===== src/sv/osl_pkg.sv =====
// ----------------------------------------------------------------------------
// osl_pkg
// Shared types, codes and the character classifier for the operator and
// string lexer.
// ----------------------------------------------------------------------------
`default_nettype none

package osl_pkg;

    localparam int LINE_WIDTH_DEF   = 16;
    localparam int LENGTH_WIDTH_DEF = 16;
    localparam int QUEUE_DEPTH_DEF  = 2;

    typedef logic [4:0] t_kind;

    typedef enum logic [1:0] {
        MODE_NORMAL  = 2'd0,
        MODE_PENDING = 2'd1,
        MODE_STRING  = 2'd2,
        MODE_DROP    = 2'd3
    } t_mode;

    typedef enum logic [1:0] {
        OP_BANG    = 2'd0,
        OP_EQUAL   = 2'd1,
        OP_LESS    = 2'd2,
        OP_GREATER = 2'd3
    } t_op;

    localparam t_kind KIND_LPAREN       = 5'd0;
    localparam t_kind KIND_RPAREN       = 5'd1;
    localparam t_kind KIND_LBRACE       = 5'd2;
    localparam t_kind KIND_RBRACE       = 5'd3;
    localparam t_kind KIND_COMMA        = 5'd4;
    localparam t_kind KIND_DOT          = 5'd5;
    localparam t_kind KIND_MINUS        = 5'd6;
    localparam t_kind KIND_PLUS         = 5'd7;
    localparam t_kind KIND_SEMICOLON    = 5'd8;
    localparam t_kind KIND_STAR         = 5'd9;
    localparam t_kind KIND_BANG         = 5'd10;
    localparam t_kind KIND_STRING       = 5'd18;
    localparam t_kind KIND_UNEXPECTED   = 5'd19;
    localparam t_kind KIND_UNTERMINATED = 5'd20;

    localparam logic [7:0] CH_LPAREN  = 8'h28;
    localparam logic [7:0] CH_RPAREN  = 8'h29;
    localparam logic [7:0] CH_LBRACE  = 8'h7B;
    localparam logic [7:0] CH_RBRACE  = 8'h7D;
    localparam logic [7:0] CH_COMMA   = 8'h2C;
    localparam logic [7:0] CH_DOT     = 8'h2E;
    localparam logic [7:0] CH_MINUS   = 8'h2D;
    localparam logic [7:0] CH_PLUS    = 8'h2B;
    localparam logic [7:0] CH_SEMI    = 8'h3B;
    localparam logic [7:0] CH_STAR    = 8'h2A;
    localparam logic [7:0] CH_BANG    = 8'h21;
    localparam logic [7:0] CH_EQUAL   = 8'h3D;
    localparam logic [7:0] CH_LESS    = 8'h3C;
    localparam logic [7:0] CH_GREATER = 8'h3E;
    localparam logic [7:0] CH_QUOTE   = 8'h22;
    localparam logic [7:0] CH_SPACE   = 8'h20;
    localparam logic [7:0] CH_CR      = 8'h0D;
    localparam logic [7:0] CH_TAB     = 8'h09;
    localparam logic [7:0] CH_NL      = 8'h0A;

    // classification of one byte in normal mode
    typedef struct packed {
        logic  emit;
        t_kind kind;
        logic  to_pending;
        t_op   op;
        logic  to_string;
        logic  newline;
        logic  to_drop;
    } t_scan;

    // control part of one queued word
    typedef struct packed {
        logic  two;
        t_kind kind0;
        t_kind kind1;
    } t_ctl;

    function automatic t_kind op_kind(input t_op op, input logic with_equal);
        op_kind = KIND_BANG + {2'b00, op, with_equal};
    endfunction

    function automatic t_scan scan_char(input logic [7:0] c);
        t_scan s;
        s = '0;
        unique case (c) inside
            CH_LPAREN:  begin s.emit = 1'b1; s.kind = KIND_LPAREN;    end
            CH_RPAREN:  begin s.emit = 1'b1; s.kind = KIND_RPAREN;    end
            CH_LBRACE:  begin s.emit = 1'b1; s.kind = KIND_LBRACE;    end
            CH_RBRACE:  begin s.emit = 1'b1; s.kind = KIND_RBRACE;    end
            CH_COMMA:   begin s.emit = 1'b1; s.kind = KIND_COMMA;     end
            CH_DOT:     begin s.emit = 1'b1; s.kind = KIND_DOT;       end
            CH_MINUS:   begin s.emit = 1'b1; s.kind = KIND_MINUS;     end
            CH_PLUS:    begin s.emit = 1'b1; s.kind = KIND_PLUS;      end
            CH_SEMI:    begin s.emit = 1'b1; s.kind = KIND_SEMICOLON; end
            CH_STAR:    begin s.emit = 1'b1; s.kind = KIND_STAR;      end
            CH_BANG:    begin s.to_pending = 1'b1; s.op = OP_BANG;    end
            CH_EQUAL:   begin s.to_pending = 1'b1; s.op = OP_EQUAL;   end
            CH_LESS:    begin s.to_pending = 1'b1; s.op = OP_LESS;    end
            CH_GREATER: begin s.to_pending = 1'b1; s.op = OP_GREATER; end
            CH_QUOTE:   s.to_string = 1'b1;
            CH_SPACE, CH_CR, CH_TAB: s.emit = 1'b0;
            CH_NL:      s.newline = 1'b1;
            default: begin
                s.emit    = 1'b1;
                s.kind    = KIND_UNEXPECTED;
                s.to_drop = 1'b1;
            end
        endcase
        scan_char = s;
    endfunction

endpackage

`default_nettype wire


===== src/sv/operator_string_lexer_top.sv =====
// ----------------------------------------------------------------------------
// operator_string_lexer_top
// Scanner for punctuators, comparison operators and quoted strings with
// line tracking; one source byte per word in, one token per word out.
// path: each token is registered in the queue and then in the output register
// throughput: one byte per cycle while the queue has space; a byte that yields
// two tokens is one queue word, and the single output register shows them in turn
// reset: scan state to normal mode at line 1, queue and output stage empty
// ----------------------------------------------------------------------------
`default_nettype none

module operator_string_lexer_top #(
    parameter int LINE_WIDTH   = osl_pkg::LINE_WIDTH_DEF,
    parameter int LENGTH_WIDTH = osl_pkg::LENGTH_WIDTH_DEF
) (
    input  wire logic                    i_clk,
    input  wire logic                    i_rst_n,
    input  wire logic                    i_valid,
    output logic                         o_ready,
    input  wire logic [7:0]              i_char_code,
    input  wire logic                    i_end_of_source,
    output logic                         o_valid,
    input  wire logic                    i_ready,
    output logic [4:0]                   o_token_kind,
    output logic [LINE_WIDTH-1:0]        o_line_number,
    output logic [LENGTH_WIDTH-1:0]      o_string_length,
    output logic                         o_last_of_run
);

    localparam int CW = $bits(osl_pkg::t_ctl);
    localparam int QW = CW + LINE_WIDTH + LENGTH_WIDTH;

    logic                    push, pop, space, avail;
    osl_pkg::t_ctl           f_ctl, b_ctl;
    logic [LINE_WIDTH-1:0]   f_line, b_line;
    logic [LENGTH_WIDTH-1:0] f_len, b_len;
    logic [QW-1:0]           q_in, q_out;

    osl_front #(
        .LINE_WIDTH   (LINE_WIDTH),
        .LENGTH_WIDTH (LENGTH_WIDTH)
    ) u_front (
        .i_clk           (i_clk),
        .i_rst_n         (i_rst_n),
        .i_valid         (i_valid),
        .i_char_code     (i_char_code),
        .i_end_of_source (i_end_of_source),
        .i_space         (space),
        .o_ready         (o_ready),
        .o_push          (push),
        .o_ctl           (f_ctl),
        .o_line          (f_line),
        .o_length        (f_len)
    );

    assign q_in = {f_ctl, f_line, f_len};

    osl_queue #(
        .WIDTH (QW),
        .DEPTH (osl_pkg::QUEUE_DEPTH_DEF)
    ) u_queue (
        .i_clk   (i_clk),
        .i_rst_n (i_rst_n),
        .i_push  (push),
        .i_data  (q_in),
        .o_space (space),
        .o_avail (avail),
        .o_data  (q_out),
        .i_pop   (pop)
    );

    assign b_ctl  = q_out[QW-1 -: CW];
    assign b_line = q_out[LINE_WIDTH+LENGTH_WIDTH-1 -: LINE_WIDTH];
    assign b_len  = q_out[LENGTH_WIDTH-1:0];

    osl_back #(
        .LINE_WIDTH   (LINE_WIDTH),
        .LENGTH_WIDTH (LENGTH_WIDTH)
    ) u_back (
        .i_clk           (i_clk),
        .i_rst_n         (i_rst_n),
        .i_avail         (avail),
        .i_ctl           (b_ctl),
        .i_line          (b_line),
        .i_length        (b_len),
        .o_pop           (pop),
        .o_valid         (o_valid),
        .i_ready         (i_ready),
        .o_token_kind    (o_token_kind),
        .o_line_number   (o_line_number),
        .o_string_length (o_string_length),
        .o_last_of_run   (o_last_of_run)
    );

endmodule

`default_nettype wire


===== src/sv/osl_front.sv =====
// ----------------------------------------------------------------------------
// osl_front
// Scanner front end: holds the scan state, classifies each byte and forms
// one queue word holding the one or two tokens the byte causes.
// ----------------------------------------------------------------------------
`default_nettype none

module osl_front #(
    parameter int LINE_WIDTH   = osl_pkg::LINE_WIDTH_DEF,
    parameter int LENGTH_WIDTH = osl_pkg::LENGTH_WIDTH_DEF
) (
    input  wire logic                    i_clk,
    input  wire logic                    i_rst_n,
    input  wire logic                    i_valid,
    input  wire logic [7:0]              i_char_code,
    input  wire logic                    i_end_of_source,
    input  wire logic                    i_space,
    output logic                         o_ready,
    output logic                         o_push,
    output osl_pkg::t_ctl                o_ctl,
    output logic [LINE_WIDTH-1:0]        o_line,
    output logic [LENGTH_WIDTH-1:0]      o_length
);

    osl_pkg::t_mode            r_mode, n_mode, m1;
    osl_pkg::t_op              r_op, n_op, p1;
    logic [LINE_WIDTH-1:0]     r_line, n_line, l1, line_inc;
    logic [LENGTH_WIDTH-1:0]   r_cnt, n_cnt, s1, cnt_inc;
    osl_pkg::t_scan            sc;
    logic                      is_eq, is_quote, is_nl, take;
    logic                      a_v, b_v, c_v;
    osl_pkg::t_kind            a_k, b_k, c_k;

    assign sc       = osl_pkg::scan_char(i_char_code);
    assign is_eq    = (i_char_code == osl_pkg::CH_EQUAL);
    assign is_quote = (i_char_code == osl_pkg::CH_QUOTE);
    assign is_nl    = (i_char_code == osl_pkg::CH_NL);
    assign line_inc = (r_line == '1) ? r_line : r_line + 1'b1;
    assign cnt_inc  = (r_cnt == '1) ? r_cnt : r_cnt + 1'b1;
    assign o_ready  = i_space;
    assign take     = i_valid && i_space;

    // next state
    always_comb begin
        m1 = r_mode;
        p1 = r_op;
        l1 = r_line;
        s1 = r_cnt;
        unique case (r_mode) inside
            osl_pkg::MODE_NORMAL, osl_pkg::MODE_PENDING: begin
                if (r_mode == osl_pkg::MODE_PENDING && is_eq) begin
                    m1 = osl_pkg::MODE_NORMAL;
                end else begin
                    m1 = osl_pkg::MODE_NORMAL;
                    if (sc.to_pending) begin
                        m1 = osl_pkg::MODE_PENDING;
                        p1 = sc.op;
                    end
                    if (sc.to_string) begin
                        m1 = osl_pkg::MODE_STRING;
                        s1 = '0;
                    end
                    if (sc.newline) begin
                        l1 = line_inc;
                    end
                    if (sc.to_drop) begin
                        m1 = osl_pkg::MODE_DROP;
                    end
                end
            end
            osl_pkg::MODE_STRING: begin
                if (is_quote) begin
                    m1 = osl_pkg::MODE_NORMAL;
                    s1 = '0;
                end else begin
                    if (is_nl) begin
                        l1 = line_inc;
                    end
                    s1 = cnt_inc;
                end
            end
            osl_pkg::MODE_DROP: m1 = osl_pkg::MODE_DROP;
            default: m1 = r_mode;
        endcase
        if (i_end_of_source) begin
            n_mode = osl_pkg::MODE_NORMAL;
            n_op   = osl_pkg::OP_BANG;
            n_line = LINE_WIDTH'(1);
            n_cnt  = '0;
        end else begin
            n_mode = m1;
            n_op   = p1;
            n_line = l1;
            n_cnt  = s1;
        end
    end

    // tokens of this byte
    always_comb begin
        a_v = 1'b0;
        a_k = '0;
        b_v = 1'b0;
        b_k = '0;
        unique case (r_mode)
            osl_pkg::MODE_NORMAL: begin
                a_v = sc.emit;
                a_k = sc.kind;
            end
            osl_pkg::MODE_PENDING: begin
                a_v = 1'b1;
                a_k = osl_pkg::op_kind(r_op, is_eq);
                b_v = !is_eq && sc.emit;
                b_k = sc.kind;
            end
            osl_pkg::MODE_STRING: begin
                a_v = is_quote;
                a_k = osl_pkg::KIND_STRING;
            end
            osl_pkg::MODE_DROP: a_v = 1'b0;
            default: a_v = 1'b0;
        endcase
        c_v = i_end_of_source &&
              (m1 == osl_pkg::MODE_PENDING || m1 == osl_pkg::MODE_STRING);
        c_k = (m1 == osl_pkg::MODE_PENDING) ? osl_pkg::op_kind(p1, 1'b0)
                                            : osl_pkg::KIND_UNTERMINATED;

        o_push      = take && (a_v || b_v || c_v);
        o_ctl.kind0 = a_v ? a_k : (b_v ? b_k : c_k);
        o_ctl.kind1 = (a_v && b_v) ? b_k : c_k;
        o_ctl.two   = (a_v && b_v) || (a_v && c_v) || (b_v && c_v);
        o_line      = (r_mode == osl_pkg::MODE_STRING) ? l1 : r_line;
        o_length    = (r_mode == osl_pkg::MODE_STRING && is_quote) ? r_cnt : '0;
    end

    always_ff @(posedge i_clk) begin
        if (!i_rst_n) begin
            r_mode <= osl_pkg::MODE_NORMAL;
            r_op   <= osl_pkg::OP_BANG;
            r_line <= LINE_WIDTH'(1);
            r_cnt  <= '0;
        end else if (take) begin
            r_mode <= n_mode;
            r_op   <= n_op;
            r_line <= n_line;
            r_cnt  <= n_cnt;
        end
    end

endmodule

`default_nettype wire


===== src/sv/osl_queue.sv =====
// ----------------------------------------------------------------------------
// osl_queue
// Short first-in first-out queue of words between the scanner front end
// and the token output stage.
// ----------------------------------------------------------------------------
`default_nettype none

module osl_queue #(
    parameter int WIDTH = 8,
    parameter int DEPTH = osl_pkg::QUEUE_DEPTH_DEF
) (
    input  wire logic             i_clk,
    input  wire logic             i_rst_n,
    input  wire logic             i_push,
    input  wire logic [WIDTH-1:0] i_data,
    output logic                  o_space,
    output logic                  o_avail,
    output logic [WIDTH-1:0]      o_data,
    input  wire logic             i_pop
);

    localparam int PW = (DEPTH > 1) ? $clog2(DEPTH) : 1;
    localparam int CW = $clog2(DEPTH + 1);

    logic [WIDTH-1:0] r_mem [DEPTH];
    logic [PW-1:0]    r_wp, r_rp;
    logic [CW-1:0]    r_cnt;

    assign o_space = (r_cnt != CW'(DEPTH));
    assign o_avail = (r_cnt != '0);
    assign o_data  = r_mem[r_rp];

    function automatic logic [PW-1:0] ptr_next(input logic [PW-1:0] p);
        ptr_next = (p == PW'(DEPTH - 1)) ? '0 : p + 1'b1;
    endfunction

    always_ff @(posedge i_clk) begin
        if (i_push) begin
            r_mem[r_wp] <= i_data;
        end
    end

    always_ff @(posedge i_clk) begin
        if (!i_rst_n) begin
            r_wp  <= '0;
            r_rp  <= '0;
            r_cnt <= '0;
        end else begin
            if (i_push) begin
                r_wp <= ptr_next(r_wp);
            end
            if (i_pop) begin
                r_rp <= ptr_next(r_rp);
            end
            case ({i_push, i_pop})
                2'b10:   r_cnt <= r_cnt + 1'b1;
                2'b01:   r_cnt <= r_cnt - 1'b1;
                default: r_cnt <= r_cnt;
            endcase
        end
    end

endmodule

`default_nettype wire


===== src/sv/osl_back.sv =====
// ----------------------------------------------------------------------------
// osl_back
// Token output stage: takes queued words apart into single tokens and
// holds each in the output register until it is taken.
// ----------------------------------------------------------------------------
`default_nettype none

module osl_back #(
    parameter int LINE_WIDTH   = osl_pkg::LINE_WIDTH_DEF,
    parameter int LENGTH_WIDTH = osl_pkg::LENGTH_WIDTH_DEF
) (
    input  wire logic                    i_clk,
    input  wire logic                    i_rst_n,
    input  wire logic                    i_avail,
    input  osl_pkg::t_ctl                i_ctl,
    input  wire logic [LINE_WIDTH-1:0]   i_line,
    input  wire logic [LENGTH_WIDTH-1:0] i_length,
    output logic                         o_pop,
    output logic                         o_valid,
    input  wire logic                    i_ready,
    output logic [4:0]                   o_token_kind,
    output logic [LINE_WIDTH-1:0]        o_line_number,
    output logic [LENGTH_WIDTH-1:0]      o_string_length,
    output logic                         o_last_of_run
);

    logic                    r_valid, r_idx, r_last;
    osl_pkg::t_kind          r_kind;
    logic [LINE_WIDTH-1:0]   r_line;
    logic [LENGTH_WIDTH-1:0] r_len;
    logic                    load;

    assign load  = i_avail && (!r_valid || i_ready);
    assign o_pop = load && (!i_ctl.two || r_idx);

    always_ff @(posedge i_clk) begin
        if (!i_rst_n) begin
            r_valid <= 1'b0;
            r_idx   <= 1'b0;
        end else begin
            if (load) begin
                r_valid <= 1'b1;
            end else if (i_ready) begin
                r_valid <= 1'b0;
            end
            if (o_pop) begin
                r_idx <= 1'b0;
            end else if (load) begin
                r_idx <= 1'b1;
            end
        end
    end

    always_ff @(posedge i_clk) begin
        if (load) begin
            r_kind <= r_idx ? i_ctl.kind1 : i_ctl.kind0;
            r_line <= i_line;
            r_len  <= r_idx ? '0 : i_length;
            r_last <= !i_ctl.two || r_idx;
        end
    end

    assign o_valid         = r_valid;
    assign o_token_kind    = r_kind;
    assign o_line_number   = r_line;
    assign o_string_length = r_len;
    assign o_last_of_run   = r_last;

endmodule

`default_nettype wire

===== config.mk =====
export PLATFORM = sky130hd
export DESIGN_NAME = operator_string_lexer_top
export DESIGN_NICKNAME = d
export VERILOG_FILES = /design/src/sv/osl_pkg.sv /design/src/sv/operator_string_lexer_top.sv /design/src/sv/osl_front.sv /design/src/sv/osl_queue.sv /design/src/sv/osl_back.sv
export SDC_FILE = /design/constraint.sdc
export NUM_CORES = 1
export LEC_CHECK = 0
export ABC_AREA = 1
export BUFFER_PORTS_ARGS = -buffer_cell sky130_fd_sc_hd__buf_2
export CORE_MARGIN = 5
export CORE_UTILIZATION = 40
export DETAILED_ROUTE_END_ITERATION = 6
export MAX_ROUTING_LAYER = met4
export PLACE_DENSITY = 0.68
export SYNTH_ARGS = -nofsm -noshare
export SYNTH_HDL_FRONTEND = slang
export SYNTH_SLANG_ARGS = --single-unit

===== constraint.sdc =====
create_clock -name i_clk -period 4.3 [get_ports i_clk]
set_input_delay 0 -clock i_clk [delete_from_list [all_inputs] [get_ports i_clk]]
set_output_delay 0 -clock i_clk [all_outputs]
set_load 0.005 [all_outputs]

Yosys cells after proc, flatten, opt, wreduce, memory -nomap -nowiden --
Memories as Yosys holds them, arrays and structs flattened. A register that Yosys moved wholly into a read port is not among the register bits. Cells that the tools add are included.
Storage, ports and cells: register bits 80, bits in latches 0, bits in writable memories 86, bits in read-only memories 0, bits of input ports 13, output and inout port bits 40, word-level logic and storage cells 136, memories kept 1
Cells by class: add/sub/neg operators 8, multipliers 0, divide/modulo/power cells 0, $lt $le $gt $ge 0, eq/ne operators 32, shifts and indexed selects 0, multiplexer cells 49, bitwise logic cells 1, reduce and logical (&&, ||, !) cells 32
Memory list:
- u_queue.r_mem | depth 2, width 43, rd ports 1, clocked after Yosys merged registers in 1, write ports 1, RTL line osl_queue.sv:25 | logic [WIDTH-1:0] r_mem [DEPTH];
Operator list (number):
- $mux W16 | 13
- $eq A8 B6 Y1 const B | 14
- $pmux W16 S2 | 2
- $pmux W5 S10 | 1
- $add A16 B1 Y16 const B | 2
- $eq A16 B16 Y1 const B | 2
- $mux W5 | 6
- $eq A8 B4 Y1 const B | 3
- $reduce_or A19 Y1 | 1
- $mux W2 | 9
- $eq A8 B7 Y1 const B | 2
- $pmux W5 S3 | 1
- $mux W1 | 13
- $pmux W3 S4 | 1
- $logic_and A1 B1 Y1 | 11
- $add A4 B3 Y5 const A | 2
- $reduce_or A10 Y1 | 1
- $reduce_or A9 Y1 | 1
- $eq A2 B2 Y1 const B | 4
- $logic_or A1 B1 Y1 | 7
- $eq A2 B1 Y1 const B | 3
- $pmux W2 S3 | 1
- $reduce_bool A2 Y1 | 3
- $reduce_and A5 Y1 | 1
- 14 further kinds | 18

Longest topological paths before layout --
depth after elaboration 14, gate-level depth with buffers 20

By module --
Synthesis repeated with hierarchy kept, for this count alone.
Second synthesis, totals: cell total of the unflattened synthesis 927, area, all modules 8515.7 sq um
Modules (own cells, without submodules):
- osl_front | times used 1, cells an instance 658, area an instance 3560.9 sq um, sequential area each 720.7 sq um
- osl_queue | times used 1, cells an instance 168, area an instance 3533.4 sq um, sequential area each 2682.6 sq um
- osl_back | times used 1, cells an instance 101, area an instance 1421.4 sq um, sequential area each 1181.1 sq um

Worst setup path after synthesis --
OpenSTA, ideal clock, no wires.
path kind flip-flop to flip-flop, start point register u_front.r_mode[0], end point memory u_queue.r_mem[0][0] (netlist name), enable pin, library setup time 0.443 ns, arrival 3.628 ns, slack 0.228 ns, cell stages (with the launch flop) 15, buffers on the path 0, period minus slack after synthesis 4.072 ns, cells stage by stage dfxtp_1 inv_2 nor2_2 inv_1 nor2_1 nor2_1 nand2_1 nand2_1 nor2_1 nand2_1 ha_1 nor2_1 nand3b_1 nand2_1 nor2_1
On the way: cells in the longest elaborated chain, start to end 11, elaborated cells between the ends (all ways) 20
Ends and longest elaborated chain:
- start, declared | RTL line osl_front.sv:25 | osl_pkg::t_mode r_mode, n_mode, m1;
- start signal, assigned | RTL line osl_front.sv:137 | r_mode <= osl_pkg::MODE_NORMAL;
- start signal, assigned | RTL line osl_front.sv:142 | r_mode <= n_mode;
- $eq A2 B1 Y1 | RTL line osl_front.sv:51, osl_front.sv:104
- $logic_and A1 B1 Y1 | RTL line osl_front.sv:51 | if (r_mode == osl_pkg::MODE_PENDING && is_eq) begin
- $mux W2 | RTL line osl_front.sv:51
- $pmux W2 S3 | RTL line osl_front.sv:49 | unique case (r_mode) inside
- $eq A2 B1 Y1 or $eq A2 B2 Y1 (tied branches) | RTL line osl_front.sv:123 | (m1 == osl_pkg::MODE_PENDING || m1 == osl_pkg::MODE_STRING);
- $logic_or A1 B1 Y1 | RTL line osl_front.sv:123
- $logic_and A1 B1 Y1 | RTL line osl_front.sv:122 | c_v = i_end_of_source &&
- $logic_or A1 B1 Y1 * | RTL line osl_front.sv:127 | o_push = take && (a_v || b_v || c_v);
- $logic_and A1 B1 Y1 * | RTL line osl_front.sv:127
- $mux W1 * | RTL line osl_queue.sv:38 | if (i_push) begin
- $mux W1 (implied by the code) * | RTL line osl_queue.sv:39 | r_mem[r_wp] <= i_data;
- end, declared | RTL line osl_queue.sv:25
Every way passes the cells marked *; elsewhere a longest branch is shown, timed or not.

Worst setup path after layout --
start point register u_front.r_mode[0], end point memory u_queue.r_mem[0][15] (netlist name), enable pin
The elaborated chain is that of the path after synthesis.

==> summary.txt <==
Register area share after synthesis = 57.0%
H-tree depth = 4
Core ar. = 19700 um2
Reg clk slew, reported paths = 0.06 ns
Setup CP Type = flip-flop to flip-flop
Fillers = 1933
Mapped cell area = 8050 um2
Syn Inst Count = 933
Critical Path Source Type = flip-flop
Fraction of the mapped netlist area in compound gates = 8.83%
CP peak stage delay = 0.48 ns
Setup WS post-layout = 1.10 ns
Max VDD drop = 268 uV
Die height = 152 um
Crit-path slowest cell = nor2_4
HPWL Detailed = 12200 um
Synth Area in Adders = 0.933%
Largest family of logic cells by synthesized area = simple AND/OR/NAND/NOR gates
Place WS = 1.13 ns
Post-CTS Setup Inserts = 0
# diodes = 0
Final setup fails = 0
Critical path data arrival time = 3.32 ns
Vias per cell = 4.95
Commonest non-fill, non-tap cell in the layout = nand2_1
Antenna violations before repair = 0
RSZ-0062 raised after global routing = no
Synth Area in Simple Gates = 26.7%
Post-synthesis mux area share = 0%
Routed WL per cell = 13.8 um
Hold_buf cts = 2
Die area = 23100 um2
Slew Limit Headroom = 40.5%
Syn avg cell area = 8.63 um2
PD cells = 523 nW/um2
Outcome = finished, final reports clean
Most frequent cells in the layout = 260 x nand2_1, 127 x nor2_1, 124 x edfxtp_1
TritonCTS clock tree = done
Leak pwr = 3.46 nW
Count of cell types in the netlist = 39
Resize count post-CTS = 0
First-pass GRT wire length = 28500 um
Clock skew = 0.00781 ns
#FFs+latches synth = 167
Clock latency on the worst-skew pair = 0.43 ns
Largest net degree at the start of global routing = 44
IO Pins = 53
Die W = 152 um
Fmax = 0.312 GHz
CTS root buffer = clkbuf_16
Starting DRC count in detailed routing = 490
Worst-path fanout max = 26
Clock Sinks = 167
DRC viols = 0
Total track usage = 15.5%
Layout cells sized above 1 = 13.4%
Hold Path Class = primary input to flip-flop
IO Port Bufs = 52
Worst endpoint required time = 4.42 ns
Sequential cell area = 4580 um2
Fin crit period = 3.20 ns
Max Cap Violations = 0
Initial Util = 40.9%
Net Count, Synth = 952
Crit. End Element = flip-flop
Final WL = 17400 um
Nets = 1001
Xor/xnor share of the synthesized area = 0.762%
Total Power = 4.78 mW
DR pass1 iterations = 6
Hold Fails Final Rpt = 0
Rows = 51
Area Overhead vs Synth = 13.5%
Final Slew Violations = 0
Final global-route overflow total = 0
Worst path cell trace = inv_2, nor2_2, inv_1, nor2_1, nor2_1, nand2_1, nand2_1, nor2_1, nand2_1, ha_1, nor2_1, nand3b_1, nand2_1, nor2_4, buf_12
Num CTS Buffers = 17
Setup TNS = 0 ns
Final period util = 74.5%
Final RePlAce weighted congestion = 0.936
DR vias = 6232
Number of global-route vias before repair = 5616
Max Root-Sink Buffers = 2
Slew @ Worst Pin = 0.891 ns
Post-route antenna net violation count = 0
Yosys warns = 0
Area occupied by multi-input gates = 3010 um2
==> cell type report <==
cell class,instances,area share (%)
inverters,83,3.44
repair buffers,63,3.95
clock buffers,18,4.70
well taps,265,3.63
clock inverters,14,1.11
multi-input cells,650,33.0
flip-flops and latches,167,50.2
==> cells by family after synthesis <==
group	count (synthesis)
DFF	167
buffers and inverters	116
xor gates and xnor gates	7
adders and majority gates	6
AOI/OAI and AO/OA	130
and+or+nand+nor	507
==> power breakdown <==
group	total [mW]	switching, mW	internal, mW
Clock	1.37	0.627	0.741
Combinational	1.05	0.710	0.338
Sequential	2.36	0.121	2.24
==> worst paths after layout <==
path	from	to	slack, ns	depth (start not counted)
min reg2reg	u_front.r_line[14]	u_front.r_line[14]	0.48	2
max reg2reg	u_front.r_mode[0]	u_queue.r_mem[0][15]	1.10	15
min	i_valid	u_front.r_line[4]	0.08	5
max	u_front.r_mode[0]	u_queue.r_mem[0][15]	1.10	15
==> worst max-delay path: cells and delay by family, from the launching register on <==
kind,cells,cell delay [ns]
adders and majority gates,1,0.31
and+or+nand+nor,11,1.62
buffers and inverters,3,0.50
DFF,1,0.45
==> per-stage QoR <==
step	instances	util, %	hold WS, ns	cell area [um2]
3_5_place_dp	1226	43.7	0.363	8580
6_report	1260	46.5	0.0766	9130
5_1_grt	1260	46.5	0.102	9130
3_3_place_gp	1226	43.7	0.359	8580
2_1_floorplan	933	-	0.138	8050
4_1_cts	1260	46.5	0.0580	9130
==> flip-flops by register name, summed over array words and instances (netlist names), 2 cells and up, named ones only <==
register and flops:
u_back.o_string_length 16, u_back.o_token_kind 5, u_queue.r_cnt 2, u_front.r_op 2, u_queue.r_mem 86, u_front.r_cnt 16
u_back.o_line_number 16, u_front.r_mode 2, u_front.r_line 16
==> routing by layer <==
layer,track usage (%),up-vias,part of all wire [%]
met2,24.5,188,47
met4,4.58,0,1.4
met3,2.87,19,6.1
met1,20.4,2823,46
met5,-,-,0
li1,-,3202,-
==> synthesized netlist by cell type <==
cell / instances / area share, %
nand2_1: 260 / 12
nor2_1: 129 / 6.0
edfxtp_1: 124 / 46
inv_1: 77 / 3.6
nand3_1: 67 / 4.2
o21ai_0: 58 / 3.6
dfxtp_1: 43 / 11
a21oi_1: 39 / 2.4
clkbuf_1: 26 / 1.2
nor2_2: 12 / 0.93
nor3_1: 11 / 0.68
nand4_1: 9 / 0.70
o21ai_1: 9 / 0.56
a21oi_2: 8 / 0.87
ha_1: 6 / 0.93
o22ai_1: 6 / 0.47
xor2_1: 6 / 0.65
nand3_2: 5 / 0.62
inv_2: 4 / 0.19
nand2_2: 4 / 0.31
nand3b_1: 4 / 0.37
o211ai_1: 4 / 0.37
buf_2: 3 / 0.19
a31oi_1: 2 / 0.16
buf_4: 2 / 0.19
or2_2: 2 / 0.16
a22oi_1: 1 / 0.093
buf_6: 1 / 0.14
buf_8: 1 / 0.19
clkinv_1: 1 / 0.047
inv_4: 1 / 0.078
nand2_4: 1 / 0.14
nand2_8: 1 / 0.25
nor2_4: 1 / 0.14
nor4_1: 1 / 0.078
o21a_1: 1 / 0.093
o21bai_1: 1 / 0.093
o31ai_1: 1 / 0.093
xnor2_1: 1 / 0.11
Note: power is estimated with default switching activity, not from simulation.
